File: src/rtl/hslc_pkg.sv
// Package with the item types, control structs and hash helpers of the tag cache.
`timescale 1ns / 1ps

package hslc_pkg;

  localparam int unsigned SLOT_COUNT_DEF = 24;
  localparam int unsigned SLOT_IDX_OUT_W = 5;
  localparam int unsigned HASH_W         = 64;
  localparam int unsigned LEN_W          = 32;
  localparam int unsigned STAMP_W        = 64;

  localparam logic [HASH_W-1:0] FNV_BASIS = 64'd1469598103934665603;

  typedef struct packed {
    logic [7:0] data_byte;
    logic       last;
  } in_item_t;

  typedef struct packed {
    logic                      hit;
    logic [SLOT_IDX_OUT_W-1:0] slot_index;
    logic [HASH_W-1:0]         str_hash;
    logic [LEN_W-1:0]          key_length;
  } out_item_t;

  typedef enum logic [1:0] {
    ST_ACCUM,
    ST_SCAN,
    ST_DRAIN,
    ST_WRITE
  } ctrl_state_e;

  typedef struct packed {
    logic accept_byte;
    logic scan_clear;
    logic rd_en;
    logic commit;
  } ctrl_cmd_t;

  typedef struct packed {
    logic scan_last;
    logic out_free;
  } dp_status_t;

  // The prime is 2^40 + 0x1B3, so the product reduces to a handful of shifted adds.
  function automatic logic [HASH_W-1:0] fnv_step(input logic [HASH_W-1:0] h,
                                                input logic [7:0]        b);
    logic [HASH_W-1:0] x;
    x = h ^ {{(HASH_W-8){1'b0}}, b};
    return (x << 40) + (x << 8) + (x << 7) + (x << 5) + (x << 4) + (x << 1) + x;
  endfunction

endpackage

File: src/rtl/hslc_datapath.sv
// Datapath with the running hash, the tag memory, the slot scan and the result register.
`timescale 1ns / 1ps

module hslc_datapath
  import hslc_pkg::*;
#(
  parameter int unsigned SLOT_COUNT = SLOT_COUNT_DEF
) (
  input  logic       clk_i,
  input  logic       rst_ni,
  input  in_item_t   in_item_i,
  input  ctrl_cmd_t  cmd_i,
  output dp_status_t status_o,
  output logic       out_valid_o,
  input  logic       out_ready_i,
  output out_item_t  out_item_o
);

  localparam int unsigned IDX_W = (SLOT_COUNT > 1) ? $clog2(SLOT_COUNT) : 1;
  localparam logic [IDX_W-1:0] LAST_IDX = IDX_W'(SLOT_COUNT - 1);

  typedef struct packed {
    logic [HASH_W-1:0]  tag_hash;
    logic [LEN_W-1:0]   tag_length;
    logic [STAMP_W-1:0] use_stamp;
  } tag_entry_t;

  logic [HASH_W-1:0]   run_hash_q;
  logic [LEN_W-1:0]    run_len_q;
  logic [STAMP_W-1:0]  stamp_cnt_q;
  logic [SLOT_COUNT-1:0] slot_valid_q;

  tag_entry_t          mem_q [SLOT_COUNT];
  tag_entry_t          rd_entry_q;
  logic                rd_slot_valid_q;
  logic [IDX_W-1:0]    cmp_idx_q;
  logic                cmp_vld_q;
  logic [IDX_W-1:0]    scan_idx_q;

  logic                found_q;
  logic [IDX_W-1:0]    hit_idx_q;
  logic [IDX_W-1:0]    victim_idx_q;
  logic [STAMP_W-1:0]  best_stamp_q;

  logic                out_valid_q;
  out_item_t           out_item_q;

  logic [STAMP_W-1:0]  cmp_stamp;
  logic                cmp_match;
  logic [IDX_W-1:0]    target_idx;
  logic [STAMP_W-1:0]  new_stamp;
  tag_entry_t          wr_entry;

  assign cmp_stamp  = rd_slot_valid_q ? rd_entry_q.use_stamp : '0;
  assign cmp_match  = rd_slot_valid_q && (rd_entry_q.tag_hash == run_hash_q) &&
                      (rd_entry_q.tag_length == run_len_q);
  assign target_idx = found_q ? hit_idx_q : victim_idx_q;
  assign new_stamp  = stamp_cnt_q + STAMP_W'(1);

  assign wr_entry.tag_hash   = run_hash_q;
  assign wr_entry.tag_length = run_len_q;
  assign wr_entry.use_stamp  = new_stamp;

  assign status_o.scan_last = (scan_idx_q == LAST_IDX);
  assign status_o.out_free  = !out_valid_q || out_ready_i;

  assign out_valid_o = out_valid_q;
  assign out_item_o  = out_item_q;

  always_ff @(posedge clk_i or negedge rst_ni) begin
    if (!rst_ni) begin
      run_hash_q   <= FNV_BASIS;
      run_len_q    <= '0;
      stamp_cnt_q  <= '0;
      slot_valid_q <= '0;
      cmp_vld_q    <= 1'b0;
      scan_idx_q   <= '0;
      found_q      <= 1'b0;
      hit_idx_q    <= '0;
      victim_idx_q <= '0;
      best_stamp_q <= '1;
      out_valid_q  <= 1'b0;
    end else begin
      cmp_vld_q <= cmd_i.rd_en;

      if (cmd_i.accept_byte) begin
        run_hash_q <= fnv_step(run_hash_q, in_item_i.data_byte);
        if (run_len_q != '1) begin
          run_len_q <= run_len_q + LEN_W'(1);
        end
      end

      if (cmd_i.scan_clear) begin
        scan_idx_q   <= '0;
        found_q      <= 1'b0;
        hit_idx_q    <= '0;
        victim_idx_q <= '0;
        best_stamp_q <= '1;
      end else begin
        if (cmd_i.rd_en && !status_o.scan_last) begin
          scan_idx_q <= scan_idx_q + IDX_W'(1);
        end
        if (cmp_vld_q) begin
          if (cmp_match && !found_q) begin
            found_q   <= 1'b1;
            hit_idx_q <= cmp_idx_q;
          end
          if (cmp_stamp < best_stamp_q) begin
            best_stamp_q <= cmp_stamp;
            victim_idx_q <= cmp_idx_q;
          end
        end
      end

      if (cmd_i.commit) begin
        slot_valid_q[target_idx] <= 1'b1;
        stamp_cnt_q              <= new_stamp;
        run_hash_q               <= FNV_BASIS;
        run_len_q                <= '0;
        out_valid_q              <= 1'b1;
      end else if (out_valid_q && out_ready_i) begin
        out_valid_q <= 1'b0;
      end
    end
  end

  always_ff @(posedge clk_i) begin
    if (cmd_i.commit) begin
      mem_q[target_idx] <= wr_entry;
      out_item_q.hit        <= found_q;
      out_item_q.slot_index <= SLOT_IDX_OUT_W'(target_idx);
      out_item_q.str_hash   <= run_hash_q;
      out_item_q.key_length <= run_len_q;
    end
    if (cmd_i.rd_en) begin
      rd_entry_q      <= mem_q[scan_idx_q];
      rd_slot_valid_q <= slot_valid_q[scan_idx_q];
      cmp_idx_q       <= scan_idx_q;
    end
  end

endmodule

File: config.mk
export PLATFORM = sky130hd
export DESIGN_NAME = hslc_datapath
export DESIGN_NICKNAME = d
export VERILOG_FILES = /design/src/rtl/hslc_pkg.sv /design/src/rtl/hslc_datapath.sv
export SDC_FILE = /design/constraint.sdc
export NUM_CORES = 2
export LEC_CHECK = 0
export ABC_AREA = 1
export BUFFER_PORTS_ARGS = -buffer_cell sky130_fd_sc_hd__buf_2
export CAP_MARGIN = 20
export CORE_AREA = 2 2 787 789
export DETAILED_ROUTE_END_ITERATION = 6
export DIE_AREA = 0 0 789 791
export GPL_TIMING_DRIVEN = 0
export HOLD_SLACK_MARGIN = 0.05
export SKIP_CTS_REPAIR_TIMING = 1
export SLEW_MARGIN = 5
export SYNTH_ARGS = -nofsm -noshare
export SYNTH_HDL_FRONTEND = slang
export SYNTH_SLANG_ARGS = --single-unit
File: constraint.sdc
create_clock -name clk_i -period 11.1 [get_ports clk_i]
set_clock_uncertainty 0.05 [all_clocks]
set_input_delay 2.22 -clock clk_i [delete_from_list [all_inputs] [get_ports clk_i]]
set_output_delay 2.22 -clock clk_i [all_outputs]
set_load 0.03 [all_outputs]
; ---- Word-level counts from Yosys, hierarchy flattened
; Memory sizes are Yosys's and may differ from the RTL's. A register that Yosys moved wholly into a read port is not among the register bits.
; Index checks and enable logic that the tools add are counted.
[op_classes]
addsub = 9
order_cmp = 4
bitwise_logic = 2
eq_ne = 4
n_reduce_logical = 20
muxes = 29
[ops]
columns = op, n
row1 = $add A64 B64 Y64, 6
row2 = $mux W64, 6
row3 = $mux W32, 3
row4 = $add A64 B1 Y64 const B, 1
row5 = $eq A64 B64 Y1, 1
row6 = $lt A64 B64 Y1, 1
row7 = $xor A64 B8 Y64, 1
row8 = $mux W5, 9
row9 = $add A32 B1 Y32 const B, 1
row10 = $eq A32 B32 Y1, 1
row11 = $ne A32 B32 Y1 const B, 1
row12 = $or A24 B24 Y24, 1
row13 = $reduce_bool A2 Y1, 7
row14 = $lt A5 B6 Y1 const B, 2
row15 = $mux W1, 9
row16 = $logic_and A1 B1 Y1, 6
row17 = $reduce_and A2 Y1, 3
row18 = $add A5 B1 Y5 const B, 1
row19 = $bmux W1 S5, 1
row20 = $demux W1 S5, 1
row21 = $eq A5 B5 Y1 const B, 1
row22 = $ge A5 B1 Y1 const B, 1
row23 = $logic_not A1 Y1, 3
row24 = $logic_or A1 B1 Y1, 1
[word_totals]
ramBits = 3840
ff_bits = 374
mem_count = 1
output_inout_bits = 105
word_cells = 86
[memory_table]
columns = memory, depth, width, rd, rd_clocked_by_memory_dff, write_ports, line_no
row1 = mem_q, 24, 160, 1, 1, 1, hslc_datapath.sv:33  ; tag_entry_t mem_q [SLOT_COUNT];

; ---- Logic depth before layout (Yosys ltp)
[depth]
ltp_word = 9
depth_mapped = 29

; ---- Least setup slack after synthesis
; No wires, ideal clock.
[synth_path]
path_kind = input to register
from = in cmd_i[0] (netlist name)
to = reg slot_valid_q[0]
required_ps = 10942
stages = 4
setup_time_ps = 108
t_arrival_ps = 9961
setup_slack_ps = 981
path_buffers = 1
path_cell_list = buf_2 nand3_1 nor2_1 or2_2
[synth_lines]
columns = element, line_no
row1 = from (decl), hslc_datapath.sv:12  ; input ctrl_cmd_t cmd_i,
row2 = to (signal assigned), hslc_datapath.sv:75  ; slot_valid_q <= '0;
row3 = "to (signal, indexed assignment)", hslc_datapath.sv:116  ; slot_valid_q[target_idx] <= 1'b1;
row4 = to (decl), hslc_datapath.sv:31  ; logic [SLOT_COUNT-1:0] slot_valid_q;

; ---- Final worst setup path
[layout_path]
from = reg run_hash_q[1]
to = reg run_hash_q[31]
[layout_via]
elab_chain_len = 9
[layout_rtl]
columns = element, line_no
row1 = from (decl), hslc_datapath.sv:28  ; logic [HASH_W-1:0] run_hash_q;
row2 = from (signal assigned), hslc_datapath.sv:87  ; run_hash_q <= fnv_step(run_hash_q, in_item_i.data_byte);
row3 = $xor A64 B8 Y64 (*), hslc_pkg.sv:49  ; x = h ^ {{(HASH_W-8){1'b0}}, b};
row4 = $add A64 B64 Y64 (5 in series), hslc_pkg.sv:50  ; return (x << 40) + (x << 8) + (x << 7) + (x << 5) + (x << 4) + (x << 1) + x;
row5 = $add A64 B64 Y64 (*), hslc_pkg.sv:50
row6 = $mux W64 (*), hslc_datapath.sv:86  ; if (cmd_i.accept_byte) begin
row7 = $mux W64 (*), hslc_datapath.sv:115  ; if (cmd_i.commit) begin
; Every way passes the cells marked *; elsewhere a longest branch is shown, timed or not. The select of a mux whose other input is x is not followed.
; A chain may end at the register's enable or synchronous reset.

==> results.md <==
- Status: complete, but fails checks
- Failing checks: DRC
- CTS tree: done
- Post-DP HPWL: 434300 um
- Synthesis warning total: 0
- Core Area: between 600000 and 700000 sq um
- CP Max Fanout: 26
- Synth Net Count: 14933
- Area share of the largest cell type after synthesis: 67.03%
- Top post-synthesis cells by area: edfxtp_1 67%, o21ai_0 6.0%, nor2_1 4.5%
- Drt pass-1 iters: 7
- Clock Path Buffers: 4
- Hold WC Path Type: flop to flop
- DP Area: 201500 sq um
- Hold Slack: ~0.41 ns
- Final #Nets: roughly 16000
- Fmax: 0.1409 GHz
- Die X: just under 800 um
- Synth top cells by count: 4108 x edfxtp_1, 2222 x o21ai_0, 2214 x nor2_1
- Tmin final: 7.099 ns
- Final Hold Violating Endpoints: 0
- TritonCTS Sinks: 4374
- CP startpoint kind: flop
- Avg Cell Area, Syn: 12.70 sq um
- Final ANT Viol Nets: 0
- Clk_lat worst skew: 1.07 ns
- H-tree lvl count: 5
- Largest area contributor in the netlist: edfxtp_1
- Final count of negative-setup-slack endpoints: 0
- EDFF count, synth: 4108
- Critical path class: flop to flop
- Clock root cell: clkbuf_16
- Routability Congestion: around 0.93
- Unrepaired setup endpoints after global routing: no
- Sequential fraction of the synthesis area: 70.71%
- Largest net degree at the start of global routing: 80
- First-pass GRT wire length: 880700 um
- Vias in the first global route: 122663
- Part of the cycle the worst path needs: 63.95%
- Peak supply drop: around 0.68 mV
- Req. time, crit path: 11.90 ns
- P per Cell Area: 300.4 nW/um^2
- Port Buffers: approximately 120
- # DRC: 2
- Synthesized area: approximately 180000 sq um
- Avg Vias per Cell: 5.295
- Die H: 791 um
- Number of max-cap violations: 0
- Least-Margin Pin Slew: 1.308 ns
- Layout cells sized above 1: 9.801%
- Pleak: 74.72 nW
- Routed wire per std cell: 25.96 um
- DRT iter0 DRCs: about 17000
- Post-layout worst setup margin: around 4 ns
- Synth Register Bits: 4374
- Fin Setup TNS: 0 ns
- Register clock-pin slew on the reported worst setup and hold paths: about 0.07 ns
- CTS buffer count: 431
- WP data arrival: about 8 ns
- Cell with the most instances after synthesis: edfxtp_1
- Final WL: between 600000 and 700000 um
- GRT overflow: 0
- Antenna violations before repair: 54
- Pre-CTS WS: roughly 3.4 ns
- Starting Density: 29.85%
- Slew margin rel.: between 10 and 15%
- Synth-to-layout area growth: 17.21%
- DIE AREA: 624100 sq um
- Critical path capture point type: flop
- Site Rows: 289
- Post-synth ARST share: 6.081%
- Synth unique cells: 58
- Total number of vias: 126789
- Main flop type after synthesis: edfxtp_1
- # IOs: between 100 and 150
- Synth Instances: 14496
- Gr usage total: approximately a fifth
- Fin. max-slew vios: 0
- Final Instance Area: 215700 sq um
## area by class of cell
type / instances / area [sq um]
Antenna cell: 84 / 210.2
Buffer: 895 / 3710
Clock buffer: 533 / 11280
Clock inverter: 251 / 2247
Fill cell: 59338 / 400800
Inverter: 760 / 2853
Multi-Input combinational cell: 8467 / 48030
Sequential cell: 4374 / 130100
Tap cell: 8148 / 10190
Timing Repair Buffer: 433 / 7025
## per-stage QoR
stage,total power (W),std cells,util (%)
global route,0.06877,23866,34.95
detailed placement,0.05009,23057,32.68
global placement,0.04989,22762,31.60
CTS,0.06439,23841,34.87
finish,0.06479,23945,34.99
floorplan,0.03966,14496,-
## report_power, final
part,switching (W),internal (W)
Sequential,0.000911,0.0194
Clock,0.00653,0.00782
Combinational,0.0208,0.00941
## cells by family (layout without fill, tap and decap cells)
| kind of cell | count (synthesis) | in the layout | share of synthesized area, % |
|---|---|---|---|
| flops | 4374 | 4374 | 70.71 |
| simple gates | 4170 | 4170 | 9.161 |
| compound gates | 3717 | 3717 | 11.95 |
| buf+inv | 1655 | 2872 | 3.546 |
| fa+ha+maj | 421 | 421 | 3.862 |
| xor+xnor | 159 | 159 | 0.7649 |
| other cells | 0 | 84 | 0 |
## flip-flops by register name, summed over array words and instances (netlist names), 5 cells and up
register      cells
mem_q          3840
rd_entry_q      160
out_item_o      102
best_stamp_q     64
run_hash_q       64
stamp_cnt_q      64
run_len_q        32
slot_valid_q     24
cmp_idx_q         5
hit_idx_q         5
scan_idx_q        5
victim_idx_q      5
## per-layer routing
layer / up-vias / wire [um] / global-route usage, %
met5: - / 55 / 0
met4: 10 / 31240 / 9.415
li1: 54938 / - / -
met1: 63789 / 242600 / 25.17
met2: 6840 / 283600 / 30.21
met3: 1212 / 64260 / 4.065
## cells in the final DEF, fill, tap and decap left out, drive strengths merged, types with 92 or more instances in the layout
cell	netlist	final
nor2	2230	2230
dfstp	92	92
clkbuf	642	1175
o221ai	729	729
inv	758	779
fa	245	245
clkinv	2	190
o21ai	2431	2431
nand3	500	500
o22ai	251	251
buf	253	686
a21oi	174	174
dfrtp	174	174
nand2	1273	1273
ha	176	176
edfxtp	4108	4108
xor2	99	99
## worst max-delay path, stage by stage, from the launching register on
cell,delay (ns)
dfstp_2,1.05
inv_1,0.48
or2_2,0.40
nand2_1,0.21
inv_1,0.28
nor2_1,0.24
inv_1,0.06
nand2_1,0.09
inv_1,0.05
ha_1,0.27
inv_1,0.05
fa_1,0.49
inv_1,0.04
ha_1,0.26
ha_1,0.28
ha_1,0.27
fa_1,0.56
nand3_1,0.16
nand2_1,0.15
nand2_1,0.10
nand2_1,0.16
nand2_1,0.11
nand2_1,0.19
nand2_1,0.12
nand3_1,0.27
o21ai_0,0.36
o21ai_0,0.16
## worst paths after layout
kind | from | endpoint | slack (ns) | cells after the start
max in group asynchronous | rst_ni | best_stamp_q[4] | 8.45 | 3
worst max register to register | run_hash_q[1] | run_hash_q[31] | 4.00 | 26
min in group asynchronous | rst_ni | run_hash_q[55] | 1.11 | 1
worst min-delay path | slot_valid_q[11] | slot_valid_q[11] | 0.41 | 1
worst max-delay path | run_hash_q[1] | run_hash_q[31] | 4.00 | 26
worst min register to register | slot_valid_q[11] | slot_valid_q[11] | 0.41 | 1
Power figures use the tool's default switching activity.
