**config.mk**
```make
export PLATFORM = sky130hd
export DESIGN_NAME = hslc_ctrl
export DESIGN_NICKNAME = d
export VERILOG_FILES = /design/src/rtl/hslc_pkg.sv /design/src/rtl/hslc_ctrl.sv
export SDC_FILE = /design/constraint.sdc
export NUM_CORES = 1
export LEC_CHECK = 0
export BUFFER_PORTS_ARGS = -buffer_cell sky130_fd_sc_hd__buf_2
export CAP_MARGIN = 20
export CORE_AREA = 10 10 47 49
export CTS_CLUSTER_DIAMETER = 40
export DETAILED_ROUTE_END_ITERATION = 8
export DIE_AREA = 0 0 57 59
export PLACE_DENSITY = 0.3
export SYNTH_ARGS = -nofsm -noshare
export SYNTH_HDL_FRONTEND = slang
export SYNTH_SLANG_ARGS = --single-unit
```
**constraint.sdc**
```tcl
create_clock -name clk_i -period 2 [get_ports clk_i]
set_clock_uncertainty 0.2 [all_clocks]
set_input_delay 0.3 -clock clk_i [delete_from_list [all_inputs] [get_ports clk_i]]
set_output_delay 0.3 -clock clk_i [all_outputs]
set_load 0.05 [all_outputs]
```
**src/rtl/hslc_pkg.sv**
```systemverilog
// Package with the item types, control structs and hash helpers of the tag cache.
`timescale 1ns / 1ps

package hslc_pkg;

  localparam int unsigned SLOT_COUNT_DEF = 24;
  localparam int unsigned SLOT_IDX_OUT_W = 5;
  localparam int unsigned HASH_W         = 64;
  localparam int unsigned LEN_W          = 32;
  localparam int unsigned STAMP_W        = 64;

  localparam logic [HASH_W-1:0] FNV_BASIS = 64'd1469598103934665603;

  typedef struct packed {
    logic [7:0] data_byte;
    logic       last;
  } in_item_t;

  typedef struct packed {
    logic                      hit;
    logic [SLOT_IDX_OUT_W-1:0] slot_index;
    logic [HASH_W-1:0]         str_hash;
    logic [LEN_W-1:0]          key_length;
  } out_item_t;

  typedef enum logic [1:0] {
    ST_ACCUM,
    ST_SCAN,
    ST_DRAIN,
    ST_WRITE
  } ctrl_state_e;

  typedef struct packed {
    logic accept_byte;
    logic scan_clear;
    logic rd_en;
    logic commit;
  } ctrl_cmd_t;

  typedef struct packed {
    logic scan_last;
    logic out_free;
  } dp_status_t;

  // The prime is 2^40 + 0x1B3, so the product reduces to a handful of shifted adds.
  function automatic logic [HASH_W-1:0] fnv_step(input logic [HASH_W-1:0] h,
                                                input logic [7:0]        b);
    logic [HASH_W-1:0] x;
    x = h ^ {{(HASH_W-8){1'b0}}, b};
    return (x << 40) + (x << 8) + (x << 7) + (x << 5) + (x << 4) + (x << 1) + x;
  endfunction

endpackage

```
**src/rtl/hslc_ctrl.sv**
```systemverilog
// Controller state machine that sequences byte intake, tag scan and result commit.
`timescale 1ns / 1ps

module hslc_ctrl
  import hslc_pkg::*;
(
  input  logic       clk_i,
  input  logic       rst_ni,
  input  logic       in_valid_i,
  input  logic       in_last_i,
  output logic       in_ready_o,
  input  dp_status_t status_i,
  output ctrl_cmd_t  cmd_o
);

  ctrl_state_e state_q, state_d;

  always_ff @(posedge clk_i or negedge rst_ni) begin
    if (!rst_ni) begin
      state_q <= ST_ACCUM;
    end else begin
      state_q <= state_d;
    end
  end

  always_comb begin
    state_d    = state_q;
    cmd_o      = '0;
    in_ready_o = 1'b0;
    case (state_q)
      ST_ACCUM: begin
        in_ready_o = 1'b1;
        if (in_valid_i) begin
          cmd_o.accept_byte = 1'b1;
          if (in_last_i) begin
            cmd_o.scan_clear = 1'b1;
            state_d          = ST_SCAN;
          end
        end
      end
      ST_SCAN: begin
        cmd_o.rd_en = 1'b1;
        if (status_i.scan_last) begin
          state_d = ST_DRAIN;
        end
      end
      ST_DRAIN: begin
        state_d = ST_WRITE;
      end
      ST_WRITE: begin
        if (status_i.out_free) begin
          cmd_o.commit = 1'b1;
          state_d      = ST_ACCUM;
        end
      end
      default: begin
        state_d = ST_ACCUM;
      end
    endcase
  end

endmodule

```
== Word level (Yosys, flattened, before mapping) ==
Cells that the tools add are included.
Widths: inputs -> output; s select.
Storage, ports and cells
  register bits: 2
  latch bits: 0
  RAM bits: 0
  ROM bits: 0
  bits of input ports: 6
  output and inout port bits: 5
  logic and storage cells: 22
  memories: 0
Operators by class
  add/subtract/negate cells: 0
  multipliers: 0
  div/mod/pow operators: 0
  magnitude comparators: 0
  equality and inequality tests: 7
  shifts and indexed selects: 0
  muxes and demuxes: 12
  bitwise gates (word level): 0
  reductions and logical operators: 2
Operator list (count)
  $mux 2: 6
  $ne 2x2->1 const B: 4
  $pmux 2 s4: 1
  $mux 1: 5
  $eq 2x2->1 const B: 2
  $reduce_and 4->1: 1
  $eq 2x1->1 const B: 1
  $logic_not 2->1: 1

== Longest topological paths before layout ==
Gate-level depths: netlist of the first run.
  depth after elaboration: 3
  depth in mapped cells: 4
  mapped depth without buffers: 4

== Worst setup path before layout of the first run ==
OpenSTA, ideal clock, no wires.
  path kind: register to output
  start point: register state_q[0]
  end point: output cmd_o[2] in the netlist's numbering
  data arrival time: 1.534 ns
  data required time: 1.500 ns
  path slack: -0.034 ns
  stages on the path, launching flop included: 4
  buffers on the path: 0
  cells stage by stage: dfrtp_1 > inv_1 > ha_1 > and3_1
RTL lines
  start, declared: RTL line hslc_ctrl.sv:16  | ctrl_state_e state_q, state_d;
  start signal, assigned: RTL line hslc_ctrl.sv:22  | state_q <= state_d;
  end, declared: RTL line hslc_ctrl.sv:13  | output ctrl_cmd_t cmd_o

==> metrics.md, run 1 <==
| Metric | Value |
|---|---|
| Row count | 14 |
| Largest net degree at the start of global routing | 6 |
| Number of clock sinks | 2 |
| Final number of hold-violating endpoints | 0 |
| Critical Path Fanout Max | 5 |
| Horiz. Die Dim | 57 um |
| Max-Slew Margin vs Limit | 0.736 |
| Final non-filler cell area | 284 um2 |
| Post-Syn Area | 180 um2 |
| Via count of the first global-routing pass | 223 |
| CTS tree | yes |
| Final-layout worst hold slack | 191 ps |
| Worst Path Buf+Inv | 2 |
| Placed Cells incl. Taps | 45 |
| Antenna violations before repair | 0 |
| Slew of the pin with the lowest slew margin | 396 ps |
| Wire length of the first global-routing pass | 897 um |
| RSZ-0062 raised after global routing | no |
| Share of the yosys chip area belonging to registers | 0.278 |
| Biggest register | state_q |
| Run status | completed |
| Minimum clock period after layout | 1870 ps |
| Kind of end point of the critical path | output pin |
| Clock buffers created by TritonCTS | 3 |
| Number of nets produced by synthesis | 29 |
| DR DRC count | 0 |
| Die Footprint | 3360 um2 |
| Remaining antenna violation count | 0 |
| Average wire per cell in the routed design | 10.5 um |
| Ratio of total power to cell area | 1770 nW/um2 |
| YS warnings | 0 |
| Synth unique cells | 12 |
| Final critical-path setup slack | 133 ps |
| Placeable core region | 1400 um2 |
| Mean number of vias per cell | 3.78 |
| Setup-failing EPs final | 0 |
| Data arrival time of the critical path | 1370 ps |
| Endpoint of the lowest-slack register-to-register path | state_q[1] |
| Worst EP required | 1500 ps |
| Ports | 11 |
| Cell Area, Placed | 251 um2 |
| First-pass iteration count of the detailed router | 4 |
| Vias after detailed routing | 185 |
| Post-CTS clock slew at the launch and capture registers of the worst setup and hold paths | 30 ps |
| Port Buf Inserts | 10 |
| DRT Wirelength | 516 um |
| Leakage power | 0.166 nW |
| Starting utilization of the core area | 0.129 |
| Max-capacitance violation count | 0 |
| Accumulated negative setup slack | 0 ps |
| Maximum cell stage delay along the critical path | 400 ps |
| Post-synthesis register bit count | 2 |
| Number of diodes added for antenna fixing | 0 |
| Sequence of cells on the critical path | inv_1 -> ha_1 -> and3_2 -> buf_2 |
| Cell with the biggest individual delay on the critical path | sky130_fd_sc_hd__dfrtp_1 |
| Most common library cell in the layout ignoring fill and taps | sky130_fd_sc_hd__buf_2 |
| Critical path type | register to output pin |
| Highest-count cells in the layout ignoring fill and taps | 10 x sky130_fd_sc_hd__buf_2, 4 x sky130_fd_sc_hd__inv_1, 4 x sky130_fd_sc_hd__ha_1 |
| Pre-CTS worst setup slack | 219 ps |
| Gr ovfl total | 0 |
| Path type of the worst min-delay path | input pin to asynchronous set/reset pin |
| Cell types with the largest area share after synthesis | sky130_fd_sc_hd__dfrtp_1 28%, sky130_fd_sc_hd__ha_1 28%, sky130_fd_sc_hd__inv_1 8.3% |
| Origin of the critical flop-to-flop path | state_q[1] |
| Gate family responsible for the most delay along the worst path | flip-flops |
| FMAX | 0.536 GHz |
| Area growth, synth to finish | 57.6% |
| Max reg flops | 2 |
| Slew Viols, Final | 0 |
| # nets final | 45 |
| Regs by FF count | state_q (2) |
| Number of standard cells in the final layout excluding fillers | 49 |
| Highest ir drop seen on vdd | 0.000394 V |
| Cell count of the worst reg-to-reg path | 4 |
| Clock root cell | sky130_fd_sc_hd__clkbuf_4 |
| Dominant cell type by area after synthesis | sky130_fd_sc_hd__dfrtp_1 |
| Count of mapped cells out of synthesis | 19 |
| Period utilization | 0.933 |
| Weighted congestion reported at the end of routability-driven placement | 0.678 |
| Mapped Avg Cell Area | 9.48 um2 |
| Internal reg-to-reg setup slack | 250 ps |
| Fraction of final layout cells sized beyond drive strength 1 | 0.455 |
| CP Launch Type | register |
| Placed wire-length estimate after detailed placement | 458 um |
| Die height | 59 um |
| Clock network latency to the later pin of the worst-skew pair | 220 ps |
| Largest buffer count on any clock path | 2 |
| Post-synth top area share | 0.278 |
| Iter 0 DRT Violations | 9 |
| Total routing resource utilization after global routing | 0.0355 |
| Maximum level of the CTS H-tree | 1 |
## cells by family (layout without fill, tap and decap cells)
logic type / count (synthesis) / count (layout) / share of synthesized area
AO/OA/AOI/OAI: 3 / 3 / 0.146
adder cells (fa/ha/maj): 4 / 4 / 0.278
buffers and inverters: 4 / 18 / 0.0833
flip-flops: 2 / 2 / 0.278
multiplexers: 1 / 1 / 0.0625
AND/OR/NAND/NOR: 5 / 5 / 0.153
## stage by stage
| stage | utilization | total power [mW] |
|---|---|---|
| global route | 0.203 | 0.553 |
| finish | 0.203 | 0.503 |
| CTS | 0.203 | 0.525 |
| floorplan | - | 0.353 |
| detailed placement | 0.179 | 0.429 |
| global placement | 0.179 | 0.425 |
## where the power goes
group	internal (mW)	switching, mW	leakage (nW)
Sequential	0.0644	0.0223	0.0235
Clock	0.0660	0.0213	0.0138
Combinational	0.111	0.218	0.129
Total	0.242	0.262	0.166
## Yosys cell counts
cell / instances
sky130_fd_sc_hd__inv_1: 4
sky130_fd_sc_hd__and2_2: 1
sky130_fd_sc_hd__and2_1: 1
sky130_fd_sc_hd__a2bb2oi_1: 1
sky130_fd_sc_hd__ha_1: 4
sky130_fd_sc_hd__nand2_1: 1
sky130_fd_sc_hd__and3_1: 1
sky130_fd_sc_hd__nor2_1: 1
sky130_fd_sc_hd__mux2_1: 1
sky130_fd_sc_hd__a22oi_1: 1
sky130_fd_sc_hd__a222oi_1: 1
sky130_fd_sc_hd__dfrtp_1: 2
## how the worst max path moves through the flow
stage,startpoint,endpoint,slack [ps],depth (start not counted)
floorplan,state_q[0],cmd_o[3],10,3
global placement,state_q[0],state_q[1],250,4
detailed placement,state_q[1],state_q[1],220,4
CTS,state_q[0],cmd_o[2],100,4
global route,state_q[0],cmd_o[2],7,4
finish,state_q[0],cmd_o[2],130,4
## final cells by class
class                           instances  area, um2
Timing Repair Buffer                   11       60.1
Multi-Input combinational cell         13        116
Tap cell                               16       20.0
Inverter                                4       15.0
Sequential cell                         2       50.0
Clock buffer                            3       22.5
Fill cell                             166       1120
## repair_timing
action,4_1_cts,5_1_grt
hold buffers,1,0
endpoints found under the setup margin,0,0
gates resized for setup,0,0
endpoints found under the hold margin,2,0
setup buffers,0,0
## worst reg2reg max path, cell delays in order (launching register included)
cell and delay (ps):
sky130_fd_sc_hd__dfrtp_1 380, sky130_fd_sc_hd__inv_1 70, sky130_fd_sc_hd__ha_1 210, sky130_fd_sc_hd__a222oi_1 400, sky130_fd_sc_hd__mux2_1 370
## per-layer routing
| metal | track usage | wire (um) | vias to the layer above |
|---|---|---|---|
| li1 | - | - | 93 |
| met3 | 0.0215 | 73 | 0 |
| met5 | 0 | 0 | - |
| met4 | 0.0403 | 0 | 0 |
| met1 | 0.0369 | 228 | 81 |
| met2 | 0.0450 | 214 | 11 |
Note: power is estimated with default switching activity, not from simulation.
==> run 2: changes to the inputs <==
- PLACE_DENSITY: 0.3 -> 0.32
==> metrics.md, run 2 (synthesis gave the netlist of run 1 again) <==
| Metric | Value |
|---|---|
| Die Footprint | 3360 um2 (unchanged) |
| Accumulated negative setup slack | 0 ps (unchanged) |
| Count of cell instances traversed by the critical path | 4 (unchanged) |
| Mean number of vias per cell | 3.71 (-1.6%) |
| Biggest register | state_q |
| Weighted congestion reported at the end of routability-driven placement | 0.750 (+11%) |
| Data arrival time of the critical path | 1360 ps (about the same) |
| Ports | 11 (unchanged) |
| Minimum clock period after layout | 1860 ps (-4.78 ps) |
| Critical Path Fanout Max | 5 (unchanged) |
| Worst EP required | 1500 ps (about the same) |
| Total routing resource utilization after global routing | 0.0312 (-0.00433) |
| Final-layout worst hold slack | 186 ps (-4.69 ps) |
| Row count | 14 (unchanged) |
| Critical path type | register to output pin |
| FMAX | 0.537 GHz (+0.26%) |
| Port Buf Inserts | 10 (unchanged) |
| Die height | 59 um (unchanged) |
| Cell with the biggest individual delay on the critical path | sky130_fd_sc_hd__dfrtp_1 |
| Internal reg-to-reg setup slack | 240 ps (about the same) |
| Highest ir drop seen on vdd | 0.000524 V (+33%) |
| Worst Path Buf+Inv | 2 (unchanged) |
| First-pass iteration count of the detailed router | 4 (unchanged) |
| Clock network latency to the later pin of the worst-skew pair | 220 ps (about the same) |
| Highest-count cells in the layout ignoring fill and taps | 10 x sky130_fd_sc_hd__buf_2, 4 x sky130_fd_sc_hd__inv_1, 4 x sky130_fd_sc_hd__ha_1 |
| Slew Viols, Final | 0 (unchanged) |
| Post-cts hold buffer count | 1 (unchanged) |
| Post-CTS clock slew at the launch and capture registers of the worst setup and hold paths | 30 ps (about the same) |
| Origin of the critical flop-to-flop path | state_q[1] |
| Most common library cell in the layout ignoring fill and taps | sky130_fd_sc_hd__buf_2 |
| Largest buffer count on any clock path | 2 (unchanged) |
| Ratio of total power to cell area | 1760 nW/um2 (-0.96%) |
| PostCTS Resize Cnt | 0 (unchanged) |
| Max-capacitance violation count | 0 (unchanged) |
| Leakage power | 0.166 nW (unchanged) |
| Setup-failing EPs final | 0 (unchanged) |
| CP Launch Type | register |
| Maximum level of the CTS H-tree | 1 (unchanged) |
| Sequence of cells on the critical path | inv_1 -> ha_1 -> and3_2 -> buf_2 |
| Filler instances | 164 (-1.2%) |
| Path type of the worst min-delay path | input pin to asynchronous set/reset pin |
| Number of clock sinks | 2 (unchanged) |
| Remaining antenna violation count | 0 (unchanged) |
| Clock root cell | sky130_fd_sc_hd__clkbuf_4 |
| DRT Wirelength | 468 um (-9.3%) |
| Average wire per cell in the routed design | 9.55 um (-9.3%) |
| Regs by FF count | state_q (2) |
| Final non-filler cell area | 284 um2 (unchanged) |
| Iter 0 DRT Violations | 7 (-2) |
| Via count of the first global-routing pass | 190 (-15%) |
| Wire length of the first global-routing pass | 814 um (-9.3%) |
| Vias after detailed routing | 182 (-1.6%) |
| Largest net degree at the start of global routing | 6 (unchanged) |
| Clock buffers created by TritonCTS | 3 (unchanged) |
| DR DRC count | 0 (unchanged) |
| Placeable core region | 1400 um2 (unchanged) |
| Gr ovfl total | 0 (unchanged) |
| Slew of the pin with the lowest slew margin | 393 ps (-2.58 ps) |
| Horiz. Die Dim | 57 um (unchanged) |
| Cell count of the worst reg-to-reg path | 4 (unchanged) |
| Area growth, synth to finish | 57.6% (unchanged) |
| Max reg flops | 2 (unchanged) |
| Period utilization | 0.931 (-0.00239) |
| Max-Slew Margin vs Limit | 0.738 (+0.00172) |
| RSZ-0062 raised after global routing | no |
| Post-layout utilization of the core | 0.203 (unchanged) |
| Cell Area, Placed | 251 um2 (unchanged) |
| Kind of end point of the critical path | output pin |
| CTS tree | yes |
| # nets final | 45 (unchanged) |
| Maximum cell stage delay along the critical path | 400 ps (about the same) |
| Number of buffers added for setup after CTS | 0 (unchanged) |
| Gate family responsible for the most delay along the worst path | flip-flops |
| Number of diodes added for antenna fixing | 0 (unchanged) |
| Fraction of final layout cells sized beyond drive strength 1 | 0.455 (unchanged) |
| Antenna violations before repair | 0 (unchanged) |
| Final number of hold-violating endpoints | 0 (unchanged) |
| Starting utilization of the core area | 0.129 (unchanged) |
| Run status | completed |
| Endpoint of the lowest-slack register-to-register path | state_q[1] |
[run 2: routing by layer]
metal  vias to the layer above  track usage  share of wire
met5                         -            0              0
met3                         0       0.0343           0.15
met2                        11       0.0372           0.34
li1                         95            -              -
met4                         0       0.0201              0
met1                        76       0.0310           0.51
[run 2: report_power, final]
group          total, mW  internal [mW]  switching (mW)
combinational      0.324          0.110           0.214
sequential        0.0865         0.0644          0.0222
clock             0.0879         0.0661          0.0218
total              0.498          0.240           0.258
[run 2: how the worst max path moves through the flow]
stage,startpoint,endpoint,slack (ps)
final,state_q[0],cmd_o[2],140
after global routing,state_q[1],cmd_o[2],40
after CTS,state_q[0],cmd_o[2],110
after detailed placement,state_q[1],state_q[1],200
after global placement,state_q[1],state_q[1],260
after floorplan,state_q[0],cmd_o[3],10
[run 2: layout make-up]
class	count	area [um2]	area share
Clock buffer	3	22.5	0.0793
Inverter	4	15.0	0.0529
Multi-Input combinational cell	13	116	0.410
Sequential cell	2	50.0	0.176
Tap cell	16	20.0	0.0705
Timing Repair Buffer	11	60.1	0.211
[run 2: through the flow]
stage / setup slack, ps / instances / power [mW]
2_1_floorplan: 9.59 / 19 / 0.353
3_3_place_gp: 257 / 45 / 0.418
3_5_place_dp: 203 / 45 / 0.418
4_1_cts: 113 / 49 / 0.514
5_1_grt: 44.8 / 49 / 0.549
6_report: 138 / 49 / 0.498
[run 2: worst register-to-register path, delay by kind of cell, from the launching register on]
kind	cells	cell delay, ps
buffers and inverters	1	80
muxes	1	360
AOI/OAI and AO/OA	1	410
adders and majority gates	1	210
DFF	1	380
